<file path="src/rtl/pmp_pkg.sv">
// Package for the pose motion predictor: widths, command codes and shared types.
`default_nettype none
package pmp_pkg;

   localparam int POS_WIDTH      = 32;
   localparam int QUAT_WIDTH     = 16;
   localparam int QUAT_FRAC_BITS = 14;
   localparam int VEL_EXTRA_FRAC = 16;
   localparam int LV_WIDTH       = 48;
   localparam int CMD_WIDTH      = 2;

   // Division by 1000 as a multiply by ceil(2^38 / 1000) and a shift by 38.
   // The error term 56 * 2^32 stays below 2^38, so this is exact for any
   // unsigned 32-bit dividend.
   localparam int LIN_DIVISOR    = 1000;
   localparam int RECIP_1000     = 274877907;
   localparam int RECIP_SHIFT    = 38;

   localparam logic [CMD_WIDTH-1:0] CMD_PREDICT = 2'd0;
   localparam logic [CMD_WIDTH-1:0] CMD_UPDATE  = 2'd1;
   localparam logic [CMD_WIDTH-1:0] CMD_RESET   = 2'd2;

   localparam logic signed [QUAT_WIDTH-1:0] QUAT_ONE = 16'sd16384;

   typedef struct packed {
      logic [CMD_WIDTH-1:0]         command;
      logic signed [POS_WIDTH-1:0]  pos_x;
      logic signed [POS_WIDTH-1:0]  pos_y;
      logic signed [POS_WIDTH-1:0]  pos_z;
      logic signed [QUAT_WIDTH-1:0] rot_w;
      logic signed [QUAT_WIDTH-1:0] rot_x;
      logic signed [QUAT_WIDTH-1:0] rot_y;
      logic signed [QUAT_WIDTH-1:0] rot_z;
   } req_type;

   typedef struct packed {
      logic signed [POS_WIDTH-1:0]  pred_x;
      logic signed [POS_WIDTH-1:0]  pred_y;
      logic signed [POS_WIDTH-1:0]  pred_z;
      logic signed [QUAT_WIDTH-1:0] pred_w;
      logic signed [QUAT_WIDTH-1:0] pred_qx;
      logic signed [QUAT_WIDTH-1:0] pred_qy;
      logic signed [QUAT_WIDTH-1:0] pred_qz;
   } rsp_type;

endpackage
`default_nettype wire

</file>
<file path="src/rtl/pmp_divider.sv">
// Restoring divider, one quotient bit per cycle, unsigned 64 by 40 bits.
`default_nettype none
module pmp_divider import pmp_pkg::*; (
   input  wire logic        clock,
   input  wire logic        reset,
   input  wire logic        start,
   input  wire logic [63:0] numer,
   input  wire logic [39:0] denom,
   output logic             done,
   output logic [63:0]      quot
);
   logic [63:0] q_ff, q_in;
   logic [40:0] r_ff, r_in;
   logic [39:0] d_ff, d_in;
   logic [6:0]  cnt_ff, cnt_in;
   logic        busy_ff, busy_in;
   logic [40:0] trial;

   always_comb begin
      q_in = q_ff;
      r_in = r_ff;
      d_in = d_ff;
      cnt_in = cnt_ff;
      busy_in = busy_ff;
      trial = {r_ff[39:0], q_ff[63]};
      done = 1'b0;
      if (start) begin
         q_in = numer;
         r_in = '0;
         d_in = denom;
         cnt_in = 7'd64;
         busy_in = 1'b1;
      end else if (busy_ff) begin
         q_in = {q_ff[62:0], 1'b0};
         if (trial >= {1'b0, d_ff}) begin
            r_in = trial - {1'b0, d_ff};
            q_in[0] = 1'b1;
         end else begin
            r_in = trial;
         end
         cnt_in = cnt_ff - 7'd1;
         if (cnt_ff == 7'd1) begin
            busy_in = 1'b0;
            done = 1'b1;
         end
      end
   end

   assign quot = q_in;

   always_ff @(posedge clock) begin
      if (reset) begin
         busy_ff <= 1'b0;
         cnt_ff <= '0;
      end else begin
         busy_ff <= busy_in;
         cnt_ff <= cnt_in;
      end
      q_ff <= q_in;
      r_ff <= r_in;
      d_ff <= d_in;
   end
endmodule
`default_nettype wire

</file>
<file path="config.mk">
export PLATFORM = sky130hd
export DESIGN_NAME = pmp_divider
export DESIGN_NICKNAME = d
export VERILOG_FILES = /design/src/rtl/pmp_pkg.sv /design/src/rtl/pmp_divider.sv
export SDC_FILE = /design/constraint.sdc
export NUM_CORES = 1
export LEC_CHECK = 0
export BUFFER_PORTS_ARGS = -buffer_cell sky130_fd_sc_hd__buf_2
export CORE_AREA = 4 4 173 175
export CTS_CLUSTER_SIZE = 20
export DETAILED_ROUTE_END_ITERATION = 7
export DIE_AREA = 0 0 177 179
export GPL_TIMING_DRIVEN = 0
export SYNTH_ARGS = -nofsm -noshare
export SYNTH_HDL_FRONTEND = slang
export SYNTH_SLANG_ARGS = --single-unit
</file>
<file path="constraint.sdc">
create_clock -name clock -period 4.03 [get_ports clock]
set_input_delay 0.403 -clock clock [delete_from_list [all_inputs] [get_ports clock]]
set_output_delay 0.403 -clock clock [all_outputs]
set_load 0.02 [all_outputs]
</file>
==> impl_results.md <==
- Run status: completed
- Setup crit start: r_ff[20]$_SDFFE_PP0P_
- Vias in the first global route: 7529
- Root buf cell: clkbuf_16
- Layout cell share with drive strength beyond 1: 21.6%
- Top cells by count, synth: dfxtp_1 (112), nand2_1 (108), o21ai_0 (84)
- Post-DR wirelength/cell: 16.4 um
- Footprint of the multi-input gates: 4500 um^2
- First DRT Iteration DRCs: 440
- Synthesized flop and latch total: 152
- Die Span Y: 179 um
- Highest Clock Rate: 261 MHz
- Placeable Area: 28500 um^2
- Count leader, synth: dfxtp_1
- Die Width: 177 um
- Worst slew pin tran: 0.726 ns
- Drt first pass iters: 5
- Clk sink count: 152
- Hold_ws: 0.141 ns
- Post-synth cell types: 69
- Top area cells in the synthesized netlist: dfxtp_1 (27%), edfxtp_1 (14%), mux2i_1 (8.4%)
- Vias: 7399
- Leak: 4.59 nW
- PostCTS Resize Cnt: 0
- Post-DRT Antenna Nets: 0
- HP Start: denom[18]
- Minimum clock period: 3.83 ns
- Clk_lat worst skew: 0.43 ns
- Pwr/cell area: 449 nW/um^2
- Synth Warn #: 0
- WS Path Type: reg -> out
- Boundary Pins: 172
- Htree depth: 4
- Main synth FF type: dfxtp_1
- Max-cap violations: 0
- Final nets: 1278
- Die Area: 31700 um^2
- Register Area: 3440 um^2
- Initial antenna violation count: 3
- Gpl congestion: 0.950
- Max-slew violation count: 0
- Type of the most critical hold path: in -> reg
- Post-synthesis sequential area ratio: 40.9%
- # DRC: 0
- Via density: 4.85
- Largest net degree at the start of global routing: 43
- Worst EP arrival: 3.43 ns
- Share of the synthesized area in the top cell type: 26.6%
- First-pass GRT wire length: 39.4 mm
- Starting Density: 29.6%
- EDFF count, synth: 40
- Post-Synthesis Cell Area: 8410 um^2
- Ys async rst share: 0%
- VDD IR max: 0.231 mV
- # rows: 62
- Clock slew at reported path FFs: 0.07 ns
- Avg Cell Area, Syn: 8.95 um^2
- Worst Path Max Fanout: 10
- Aggregate global-route resource usage: 15.6%
- Synth Net Count: 1090
- Yosys top cell by area: dfxtp_1
- Layout area overhead: 23.2%
- Crit. End Element: output pin
- IO Port Bufs: 171
- Setup TNS: 0 ns
- Hold_buf cts: 0
- Final Hold Fails: 0
- Fillers: 2983
- Max transition margin: 51.6%
- Overflow after GRT: 0
- CP Launch Type: flip-flop
- Setup-failing EPs final: 0
- Post-CTS setup buffers: 0
- Max clock buf depth: 2
- Post-Syn Instances: 940
- WP data required: 3.63 ns
- Worst r2r src: q_ff[63]$_DFF_P_
- Final Skew: 0.0123 ns
- DP HPWL: 19.1 mm
- CTS tree: yes
- Final wirelength: 25.1 mm
- RSZ-0062 raised after global routing: no
- TritonCTS Buffers: 17
- Tcrit/Tclk final: 95.2%
-- cells by family after synthesis --
logic type / count (synthesis) / synth area share (%)
buffers and inverters: 112 / 5.92
AND/OR/NAND/NOR: 267 / 14.1
adder cells (fa/ha/maj): 43 / 6.48
AO/OA/AOI/OAI: 258 / 20.2
flip-flops: 152 / 40.9
XOR/XNOR: 36 / 3.75
multiplexers: 72 / 8.62
-- power by group --
part	internal (mW)	switching, mW
registers	1.72	0.0869
clock network	0.837	0.777
logic	0.480	0.753
-- state kept, by name, summed over array words and instances, names as in the netlist --
name     count
d_ff        40
cnt_ff       7
r_ff        40
busy_ff      1
q_ff        64
-- final cells by class --
type | count | area share (%)
clock inverter | 15 | 1.65
multi-input combinational | 676 | 43.4
antenna | 1 | 0.0241
buffer | 56 | 2.78
sequential | 152 | 33.2
tap | 384 | 4.63
clock buffer | 17 | 4.10
inverter | 54 | 1.95
timing repair buffer | 171 | 8.28
-- per-layer routing --
| layer | global-route usage [%] | routed length (um) |
|---|---|---|
| met5 | 0 | 26 |
| met2 | 26.0 | 11700 |
| met1 | 19.5 | 11100 |
| met3 | 4.83 | 1720 |
| met4 | 4.96 | 454 |
-- stage by stage --
stage	total power, mW	setup slack (ns)	instances	cell area (um^2)	util [%]
after floorplan	2.68	0.916	940	8410	-
after global placement	3.05	0.141	1495	9750	34.2
after detailed placement	3.06	0.0959	1495	9750	34.2
after CTS	4.68	0.0109	1527	10300	36.3
after global routing	4.89	0.0123	1526	10400	36.4
final	4.65	0.195	1526	10400	36.4
-- critical path, cell delays in order, from the launching register on --
cell	delay, ns
dfxtp_1	0.35
ha_1	0.28
buf_2	0.18
nand4_1	0.20
nor3_4	0.28
nand4_1	0.20
o311ai_4	0.42
a21oi_4	0.11
buf_6	0.20
nor2_2	0.18
a21oi_1	0.06
o21ai_0	0.29
buf_2	0.23
-- cells in the final DEF, fill, tap and decap left out, types with 22 or more instances in the layout --
cell and n:
o21ai_0 84, buf_2 180, inv_1 54, a21oi_1 52, nor3_1 22, dfxtp_1 112, nand2_1 108, edfxtp_1 40
a21o_1 23, mux2i_1 71, a211oi_1 33, ha_1 42, clkbuf_1 36, nor2_1 80
-- worst paths after layout --
path / endpoint / slack [ns] / depth (start not counted)
hold / removal: d_ff[18]$_DFFE_PP_ / 0.14 / 1
setup reg to reg: r_ff[34]$_SDFFE_PP0P_ / 0.48 / 12
setup / recovery: quot[0] / 0.20 / 12
hold reg to reg: r_ff[30]$_SDFFE_PP0P_ / 0.49 / 2
(Power assumes the default switching activity.)
